File: src/design/pcpd_ram.sv
// Generic simple dual-port RAM: one write port, one read port with
// registered read data that holds while no read is issued. No dependencies.
`default_nettype none

module pcpd_ram #(
	parameter int WIDTH = 8,
	parameter int DEPTH = 256
) (
	input  wire logic                     clk,
	input  wire logic                     we,
	input  wire logic [$clog2(DEPTH)-1:0] waddr,
	input  wire logic [WIDTH-1:0]         wdata,
	input  wire logic                     re,
	input  wire logic [$clog2(DEPTH)-1:0] raddr,
	output logic      [WIDTH-1:0]         rdata
);

	logic [WIDTH-1:0] mem [DEPTH];

	always_ff @(posedge clk) begin
		if (we) begin
			mem[waddr] <= wdata;
		end
		if (re) begin
			rdata <= mem[raddr];
		end
	end

endmodule

`default_nettype wire

File: config.mk
export PLATFORM = sky130hd
export DESIGN_NAME = pcpd_ram
export DESIGN_NICKNAME = d
export VERILOG_FILES = /design/src/design/pcpd_ram.sv
export SDC_FILE = /design/constraint.sdc
export NUM_CORES = 2
export LEC_CHECK = 0
export BUFFER_PORTS_ARGS = -buffer_cell sky130_fd_sc_hd__buf_2
export CORE_MARGIN = 5
export CORE_UTILIZATION = 57
export DETAILED_ROUTE_END_ITERATION = 7
export GPL_ROUTABILITY_DRIVEN = 0
export PLACE_DENSITY = 0.79
export SYNTH_ARGS = -nofsm -noshare
export SYNTH_HDL_FRONTEND = slang
export SYNTH_SLANG_ARGS = --single-unit
File: constraint.sdc
create_clock -name clk -period 2.4 [get_ports clk]
set_input_delay 0.48 -clock clk [delete_from_list [all_inputs] [get_ports clk]]
set_output_delay 0.48 -clock clk [all_outputs]
set_load 0.05 [all_outputs]
==> flow_metrics.tcl <==
set metrics [dict create \
    io_pins 35 \
    die_h_microns 384 \
    h-tree-depth 4 \
    path_cells "mux4_2, a22o_4, a221oi_4, buf_6, o221ai_4, a211oi_4, buf_4, nor4_2" \
    nets 4475 \
    combPwrFrac 0.060 \
    syn_avg_cell_area_sq_um 21.3 \
    grt.overflow.total 0 \
    antenna_found_initial 8 \
    numCtsBuffers 187 \
    synth_simple_gate_area_frac 0.0263 \
    rows 137 \
    crit_buf_inv 2 \
    syn_area_sq_um 79600 \
    clkPwrFrac 0.399 \
    skew_ns 0.0419 \
    dp_cells 6135 \
    cp-start-kind "flop" \
    ys_ff_latch 2056 \
    grt_pass1_vias 43800 \
    clock_sinks 2056 \
    grt_pass1_wl_microns 303000 \
    syn_nets 3760 \
    slowest_stage "mux4_2" \
    pwr-share-seq 0.541 \
    hold_buffers 0 \
    rsz0062_at_grt "yes" \
    ys_seq_area_frac 0.775 \
    via_per_inst 6.70 \
    drt_iter0_drc 6917 \
    violations "setup timing" \
    dp_slack_ns -1.09 \
    finalPower_mw 73.3 \
    core_sq_um 139000 \
    min_period_ns 2.49 \
    drt_wl_total_microns 208000 \
    worst_hold_path_type "input port to flop" \
    finalHoldViolations 0 \
    cts_tree "done" \
    crit_required_ns 2.97 \
    worstPathArrival_ns 3.06 \
    synth_cell_types 54 \
    postLayoutSetupSlackWorst_ns -0.0935 \
    maxUsedRoutingLayer "met4" \
    post_dp_cell_area_sq_um 87400 \
    cpPeakStageDelay_ns 0.50 \
    dieArea_sq_um 147000 \
    crit_fanout 1 \
    synthXorXnorAreaFrac 0 \
    leakage_nw 30.5 \
    p_sw_mw 15.7 \
    setup_tns_ns -0.220 \
    route.detailed.drc 0 \
    dp_hpwl_microns 128000 \
    p_sw_frac 0.214 \
    synth_compound_area_frac 0.0342 \
    status "finished, violations left" \
    io_buffers 34 \
    met1_length_microns 71300 \
    clockRootBuffer "clkbuf_16" \
    setup_viol 4 \
    ctsLongestPathBuffers 3 \
    track_usage 0.285 \
    fmax_ghz 0.401 \
    yosys.area_share.adder 0 \
    dr_wl_met3_microns 26100 \
    synthMuxAreaShare 0.146 \
    cellPowerDensity_nw_per_um2 781 \
    initial_core_util 0.572 \
    intPower_mw 57.6 \
    vdd_drop_max_mv 0.930 \
    clk_pin_slew_ns 0.07 \
    detail-route-antenna-nets 0 \
    die_x_microns 384 \
    end_kind "flop" \
    cap_violations 0 \
    wire_per_inst_microns 32.1 \
    drive_gt1_frac 0.336 \
    relSlewSlack 0.571 \
    dr.pass1.iters 6 \
    crit_family "compound AO/OA/AOI/OAI gates" \
    yosysWarnings 0 \
    clk_latency_ns 0.85 \
    syn_to_final_growth_pct 17.9 \
    final_cells 6487 \
    synth_top_family_by_area "multiplexers" \
    vias 43500 \
    period_share 1.04 \
    grt_max_degree 85 \
    netlist_instances 3733 \
    wl_met2_microns 100000 \
    maxSlewViolCount 0 \
    tightest_slew_ns 0.638 \
    fin_area_sq_um 93900 \
    path_class "flop to flop" \
    fillers 8131 \
    post-cts-setup-buffers 0 \
]
[through the flow]
step                 util  hold WS, ns
floorplan               -        0.579
global placement    0.628        0.953
detailed placement  0.628        0.939
CTS                 0.673       0.0311
global route        0.675       0.0648
finish              0.675        0.103
[area by class of cell]
cell class,count,area (sq um),area share
tap,1876,2350,0.0250
inverter,2,7.51,0.0000799
clock inverter,110,1020,0.0109
timing repair buffer,759,6880,0.0733
antenna,9,22.5,0.000240
clock buffer,233,4940,0.0526
sequential,2056,61700,0.657
multi-input combinational,1442,16900,0.180
[final timing paths]
path | startpoint | to | slack [ns] | cells past startpoint
worst min-delay path | re | rdata[0]$_DFFE_PP_ | 0.10 | 1
worst max register to register | mem[26][3]$_DFFE_PP_ | rdata[3]$_DFFE_PP_ | -0.09 | 8
worst max-delay path | mem[26][3]$_DFFE_PP_ | rdata[3]$_DFFE_PP_ | -0.09 | 8
worst min register to register | mem[40][3]$_DFFE_PP_ | rdata[3]$_DFFE_PP_ | 1.15 | 7
[timing repair]
action	CTS	global route
pin swaps	13	15
resized for setup	38	40
cloned	0	1
setup endpoints to repair	8	8
[cells in the mapped netlist (all sizes together)]
cell	number	area [sq um]
a2111oi	5	52.6
a211oi	16	120
a21boi	1	7.51
a21oi	96	480
a221oi	14	129
a22o	8	70.1
a22oi	133	998
a311oi	2	17.5
a31oi	2	12.5
and2	6	37.5
and3	1	6.26
and3b	2	17.5
buf	122	1030
clkbuf	111	417
clkinv	1	3.75
edfxtp	2056	61700
inv	1	3.75
mux2	1	11.3
mux2i	134	1340
mux4	456	10300
nand2	33	124
nand2b	8	50.1
nand3	34	170
nand3b	2	15.0
nand4	10	62.6
nor2	282	1060
nor2b	31	194
nor3	22	110
nor3b	1	7.51
nor4	27	188
nor4b	1	8.76
o211ai	10	75.1
o21ai	12	60.1
o221ai	47	418
o22a	5	43.8
o22ai	28	175
o311ai	1	8.76
o32ai	5	51.3
or2	4	25.0
or2b	1	7.51
or3b	1	8.76
[routing by layer]
layer  track usage  up-vias
li1              -    17100
met1         0.385    22300
met2         0.445     3403
met3        0.0734      657
met4         0.130        0
met5             0        -
[state kept, by name, indices dropped and copies added, names as in the netlist]
register,flops
mem,2048
rdata,8
[placed cells by master (no fill, tap or decap), drive strengths merged, types with 31 or more instances in the layout]
master / instances
mux2i: 134
edfxtp: 2056
clkinv: 79
buf: 750
nor2b: 31
mux4: 456
a22oi: 133
nor2: 282
nand3: 34
nand2: 33
o221ai: 47
a21oi: 96
clkbuf: 242
[power groups by stage]
stage / combinational (mW) / sequential [mW] / clock, mW
3_5_place_dp: 4.14 / 40.4 / 0
5_1_grt: 4.56 / 39.6 / 31.1
4_1_cts: 4.27 / 39.6 / 29.4
6_report: 4.40 / 39.6 / 29.3
3_3_place_gp: 4.03 / 40.4 / 0
2_1_floorplan: 1.98 / 40.4 / 0
[kinds of logic (layout without fill, tap and decap cells)]
kind of cell,after synthesis,after routing
flip-flops,2056,2056
buffers and inverters,235,1104
AND/OR/NAND/NOR,466,466
multiplexers,591,591
other,0,9
AO/OA/AOI/OAI,385,385
No activity file was read; power rests on OpenSTA's default activity.
