**config.mk**
```make
export PLATFORM = sky130hd
export DESIGN_NAME = pcpd_parser
export DESIGN_NICKNAME = d
export VERILOG_FILES = /design/src/design/pcpd_pkg.sv /design/src/design/pcpd_parser.sv
export SDC_FILE = /design/constraint.sdc
export NUM_CORES = 1
export LEC_CHECK = 0
export ABC_AREA = 1
export BUFFER_PORTS_ARGS = -buffer_cell sky130_fd_sc_hd__clkbuf_2
export CELL_PAD_IN_SITES_DETAIL_PLACEMENT = 0
export CELL_PAD_IN_SITES_GLOBAL_PLACEMENT = 1
export CORE_UTILIZATION = 35
export DETAILED_ROUTE_END_ITERATION = 10
export GPL_ROUTABILITY_DRIVEN = 0
export PLACE_DENSITY = 0.73
export SETUP_SLACK_MARGIN = 0.05
export SLEW_MARGIN = 20
export SYNTH_ARGS = -nofsm -noshare
export SYNTH_HDL_FRONTEND = slang
export SYNTH_SLANG_ARGS = --single-unit
```
**constraint.sdc**
```tcl
create_clock -name clk -period 2.4 [get_ports clk]
set_clock_uncertainty 0.1 [all_clocks]
set_input_delay 0.12 -clock clk [delete_from_list [all_inputs] [get_ports clk]]
set_output_delay 0.12 -clock clk [all_outputs]
set_load 0.005 [all_outputs]
```
**src/design/pcpd_pkg.sv**
```systemverilog
// Package for the patch column post decoder: widths, op codes, parse phases
// and the result word handed from the parser to the output pipeline.
// No dependencies.
`default_nettype none

package pcpd_pkg;

	localparam int MAX_COLUMNS   = 1024; // power of two, 64..4096
	localparam int PALETTE_DEPTH = 256;
	localparam int PAL_AW        = $clog2(PALETTE_DEPTH);

	localparam int COL_W    = 10;
	localparam int ROW_W    = 9;
	localparam int HEIGHT_W = 10;
	localparam int RGB_W    = 24;

	// columns wrap modulo MAX_COLUMNS; a 10-bit field never reaches 1024 and up
	localparam logic [COL_W-1:0] COL_MASK =
		(MAX_COLUMNS >= (1 << COL_W)) ? {COL_W{1'b1}} : COL_W'(MAX_COLUMNS - 1);

	localparam logic [7:0] END_MARK = 8'd255;

	typedef enum logic [1:0] {
		OP_PAL_WRITE = 2'd0,
		OP_COL_START = 2'd1,
		OP_COL_DATA  = 2'd2,
		OP_UNUSED    = 2'd3
	} pcpd_op_t;

	localparam logic KIND_PIXEL = 1'b0;
	localparam logic KIND_END   = 1'b1;

	typedef enum logic [5:0] {
		PH_ROW    = 6'b000001,
		PH_COUNT  = 6'b000010,
		PH_PAD    = 6'b000100,
		PH_PIXELS = 6'b001000,
		PH_TAIL   = 6'b010000,
		PH_DONE   = 6'b100000
	} pcpd_phase_t;

	// what the parser decides for one accepted word
	typedef struct packed {
		logic              valid;   // a result word follows
		logic              kind;
		logic [COL_W-1:0]  column;
		logic [ROW_W-1:0]  row;
		logic              rd_en;   // palette read issued this cycle
		logic [PAL_AW-1:0] rd_addr;
	} pcpd_res_t;

endpackage

`default_nettype wire

```
**src/design/pcpd_parser.sv**
```systemverilog
// Post stream parser: phase register and post counters, one step per
// accepted word. Depends on pcpd_pkg.
`default_nettype none

module pcpd_parser import pcpd_pkg::*; (
	input  wire logic                clk,
	input  wire logic                arst_n,
	input  wire logic                accept,
	input  wire logic [1:0]          op,
	input  wire logic [COL_W-1:0]    index,
	input  wire logic [7:0]          data_byte,
	input  wire logic [HEIGHT_W-1:0] image_height,
	output pcpd_res_t                res
);

	pcpd_phase_t      phase_q;
	logic [COL_W-1:0] column_q;
	logic [7:0]       start_row_q;
	logic [7:0]       left_q;
	logic [7:0]       offset_q;

	logic [ROW_W-1:0] row;
	logic             is_data;

	assign row     = ROW_W'({1'b0, start_row_q} + {1'b0, offset_q});
	assign is_data = accept && (pcpd_op_t'(op) == OP_COL_DATA);

	always_comb begin
		res         = '0;
		res.column  = column_q;
		res.row     = row;
		res.kind    = KIND_PIXEL;
		res.rd_addr = data_byte[PAL_AW-1:0];
		if (is_data) begin
			unique case (phase_q)
				PH_ROW: begin
					if (data_byte == END_MARK) begin
						res.valid = 1'b1;
						res.kind  = KIND_END;
						res.row   = '0;
					end
				end
				PH_PIXELS: begin
					// rows at or past the picture height are dropped, no read
					if ({1'b0, row} < image_height) begin
						res.valid = 1'b1;
						res.rd_en = 1'b1;
					end
				end
				default: ;
			endcase
		end
	end

	always_ff @(posedge clk or negedge arst_n) begin
		if (!arst_n) begin
			phase_q     <= PH_ROW;
			column_q    <= '0;
			start_row_q <= '0;
			left_q      <= '0;
			offset_q    <= '0;
		end else if (accept && pcpd_op_t'(op) == OP_COL_START) begin
			phase_q     <= PH_ROW;
			column_q    <= index & COL_MASK;
			start_row_q <= '0;
			left_q      <= '0;
			offset_q    <= '0;
		end else if (is_data) begin
			unique case (phase_q)
				PH_ROW: begin
					if (data_byte == END_MARK) begin
						phase_q <= PH_DONE;
					end else begin
						start_row_q <= data_byte;
						phase_q     <= PH_COUNT;
					end
				end
				PH_COUNT: begin
					left_q   <= data_byte;
					offset_q <= '0;
					phase_q  <= PH_PAD;
				end
				PH_PAD: begin
					phase_q <= (left_q == '0) ? PH_TAIL : PH_PIXELS;
				end
				PH_PIXELS: begin
					offset_q <= offset_q + 8'd1;
					left_q   <= left_q - 8'd1;
					if (left_q == 8'd1) begin
						phase_q <= PH_TAIL;
					end
				end
				PH_TAIL: begin
					phase_q <= PH_ROW;
				end
				PH_DONE: ;
				default: phase_q <= PH_ROW;
			endcase
		end
	end

endmodule

`default_nettype wire

```
==> flow_metrics.py <==
metrics = {
    "global_routing": {
        "antenna_found_initial": 0,
        "grt_max_degree": 41,
        "grt_pass1_wl_um": 11900,
        "grt_overflow": 0,
        "grt.total_usage_pct": 17.5,
        "grt_pass1_vias": 2605,
    },
    "synthesis": {
        "ys.flop_type": "dfrtp_1",
        "ys_seq_elements": 40,
        "syn_nets": 450,
        "synthArstFlopShare_pct": 100,
        "synthTopCellsByArea": "dfrtp_1, nand2_1, ha_1",
        "synth_cell_types": 38,
        "yosysMostFrequentCell": "nand2_1",
        "synthCells": 397,
        "synth_top_cell_area_share_pct": 34.1,
        "synth.avg_cell_area_sq_um": 7.22,
        "ys_seq_area_share_pct": 35.0,
        "synth_edf_count": 0,
        "synth_commonest_cells": "nand2_1, inv_1, dfrtp_1, nor2_1, ha_1",
        "post-synth-top-area-cell": "dfrtp_1",
        "yosysWarnings": 0,
        "netlist_area_sq_mm": 0.00287,
    },
    "layout": {
        "diodes": 0,
        "drive_gt1_share_pct": 26.7,
        "fill_cells": 794,
        "multi_input_area_sq_mm": 0.00162,
        "area_growth_pct": 28.3,
        "fin_nets": 539,
        "register_area_sq_mm": 0.00100,
    },
    "power_and_ir_drop": {
        "report.power.total_mw": 2.99,
        "p_per_area_mw_per_mm2": 812,
        "power_switching_mw": 1.17,
        "ir_worst_vdd_v": 0.000334,
        "swShare_pct": 39.2,
        "pwr-share-clk_pct": 19.4,
        "p_int_mw": 1.82,
        "power.leakage_nw": 2.05,
        "pwr-share-comb_pct": 47.8,
        "seqPwrFrac_pct": 32.8,
    },
    "clock_network": {
        "cts.sinks": 40,
        "clockRootBuffer": "clkbuf_8",
        "cts_tree": "done",
        "clk_pin_slew_ns": 0.08,
        "cts_max_path_buffers": 2,
        "cts_buffers": 5,
        "htree_num_levels": 2,
        "insertion_delay_ns": 0.30,
    },
    "sta": {
        "setup_viol": 2,
        "min_period_over_period_pct": 116,
        "drv_slew": 0,
        "grt_setup_unrepaired": "yes",
        "final_hold_viol_count": 0,
        "fin_ws_ns": -0.379,
        "max_slew_margin_pct": 60.9,
        "tightest_slew_ns": 0.584,
        "max_freq_ghz": 0.360,
        "min_period_ns": 2.78,
        "timing.hold.ws_ns": 0.00700,
        "timing.setup.tns_ns": -0.737,
    },
    "routing": {
        "viasPerCell": 4.67,
        "wl_per_cell_um": 11.8,
        "drc": 0,
        "drtIter0Drc": 107,
        "num_vias": 2751,
        "met2_length_um": 3280,
        "drt-met1-wl_um": 3250,
        "wl_met3_um": 279,
        "drtPass1Iterations": 4,
        "highest_layer": "met4",
        "wl_um": 6940,
        "postRouteAntennaNets": 0,
    },
    "run_status": {
        "status": "finished, violations left",
        "violations": "setup timing",
    },
    "critical_path": {
        "worstSetupEndpointType": "output port",
        "arrival_ns": 2.56,
        "r2r_start": "phase_q[2]",
        "startpoint_type": "register",
        "rrSetupSlack_ns": 0.73,
        "slowest_stage": "dfrtp_1",
        "cp_common_cell": "nand2_1",
        "r2r-end": "start_row_q[4]",
        "slowest_delay_ns": 0.39,
        "worst-path-max-fanout": 2,
        "reg2regPathDepth": 6,
        "path_class": "reg2out",
        "required_ns": 2.18,
        "path_cells": "ha_2, fa_2, a31o_4, xor2_2, inv_1, ha_4, nand2_2, nor2_1, nand2_1, nand2_1, nand2_1, nand2_1, nand2_1, nand2_1, nand2_1, clkbuf_2",
    },
    "floorplan": {
        "die_area_sq_mm": 0.00855,
        "io_pins": 63,
        "die_h_um": 92.5,
        "core.rowCount": 32,
        "die_x_um": 92.5,
        "core_sq_mm": 0.00781,
        "initial_utilization_pct": 36.7,
    },
    "placed_design": {
        "port_buffers": 62,
        "dp_hpwl_um": 5200,
        "dp_slack_ns": -0.144,
    },
    "worst_hold_path": {
        "holdPathStages": 3,
        "min_from": "data_byte[4]",
        "whs_endpoint": "start_row_q[4]",
        "hold_class": "in2reg",
    },
    "flow_run": {
        "cap_violations": 0,
    },
}
## metrics by stage
step	cell area, sq um	utilization, %	std cells
after floorplan	2870	-	397
after global placement	3380	43.2	569
after detailed placement	3380	43.2	569
after CTS	3610	46.2	588
after global routing	3680	47.1	589
final	3680	47.1	589
## power by group through the flow
stage	registers, mW	clock network, mW	logic [mW]
3_5_place_dp	0.986	0	1.36
5_1_grt	1.01	0.620	1.65
6_report	0.980	0.580	1.43
4_1_cts	0.976	0.593	1.39
3_3_place_gp	0.981	0	1.35
2_1_floorplan	0.952	0	0.897
## routing by layer
metal / track usage (%) / up-vias
li1: - / 1429
met1: 22.7 / 1246
met2: 29.5 / 66
met3: 2.38 / 10
met4: 6.25 / 0
met5: 0 / -
## final cells by class
type | count | share of cell area [%]
inverter | 53 | 5.51
multi-input combinational | 288 | 44.0
tap | 102 | 3.47
sequential | 40 | 27.3
clock buffer | 5 | 1.87
timing repair buffer | 98 | 16.6
clock inverter | 3 | 1.26
## layout by cell type, fill, tap and decap left out, types with 3 or more instances in the layout
master and instances:
dfrtp_1 38, nand2_1 129, nand3_1 17, nor2_2 3
xor2_1 7, o21ai_1 10, o21ai_0 16, clkbuf_8 5
nand3b_1 3, o21ai_2 8, ha_1 15, nor2_1 34
clkbuf_2 61, ha_4 3, buf_4 24, dlygate4sd3_1 11
inv_1 48, nand2_2 3, nand4_1 10, a21oi_1 11
## worst max-delay path by stage
stage                        start  endpoint  slack, ns  cells past startpoint
floorplan              offset_q[0]   res[29]       0.04                     15
global placement    start_row_q[0]   res[29]      -0.12                     16
detailed placement  start_row_q[0]   res[29]      -0.14                     16
CTS                 start_row_q[0]   res[29]      -0.45                     16
global route        start_row_q[0]   res[29]      -0.54                     16
finish              start_row_q[0]   res[29]      -0.38                     16
## flip-flops by register name, summed over array words and instances, names as in the netlist
name	flops
column_q	10
left_q	8
offset_q	8
phase_q	6
start_row_q	8
## critical path: cells and delay by family (launching register included)
| kind | cells | cell delay (ns) |
|---|---|---|
| XOR/XNOR | 1 | 0.13 |
| AND/OR/NAND/NOR | 9 | 0.51 |
| adder cells (fa/ha/maj) | 3 | 0.81 |
| buffers and inverters | 2 | 0.19 |
| AO/OA/AOI/OAI | 1 | 0.23 |
| flip-flops | 1 | 0.39 |
## kinds of logic after synthesis
kind of cell	Yosys count	share of synthesized area [%]
buf+inv	69	11.0
xor+xnor	9	2.75
compound gates	51	11.0
simple gates	208	31.3
flops	40	35.0
fa+ha+maj	20	9.00
## timing repair
action                                 CTS  global route
hold buffers                            11             0
gates resized for setup                  1            11
pin swaps                                0             3
buffers inserted                         0             1
cloned                                   0             0
setup endpoints to repair                2             4
endpoints found under the hold margin   49             0
Power figures use the tool's default switching activity.
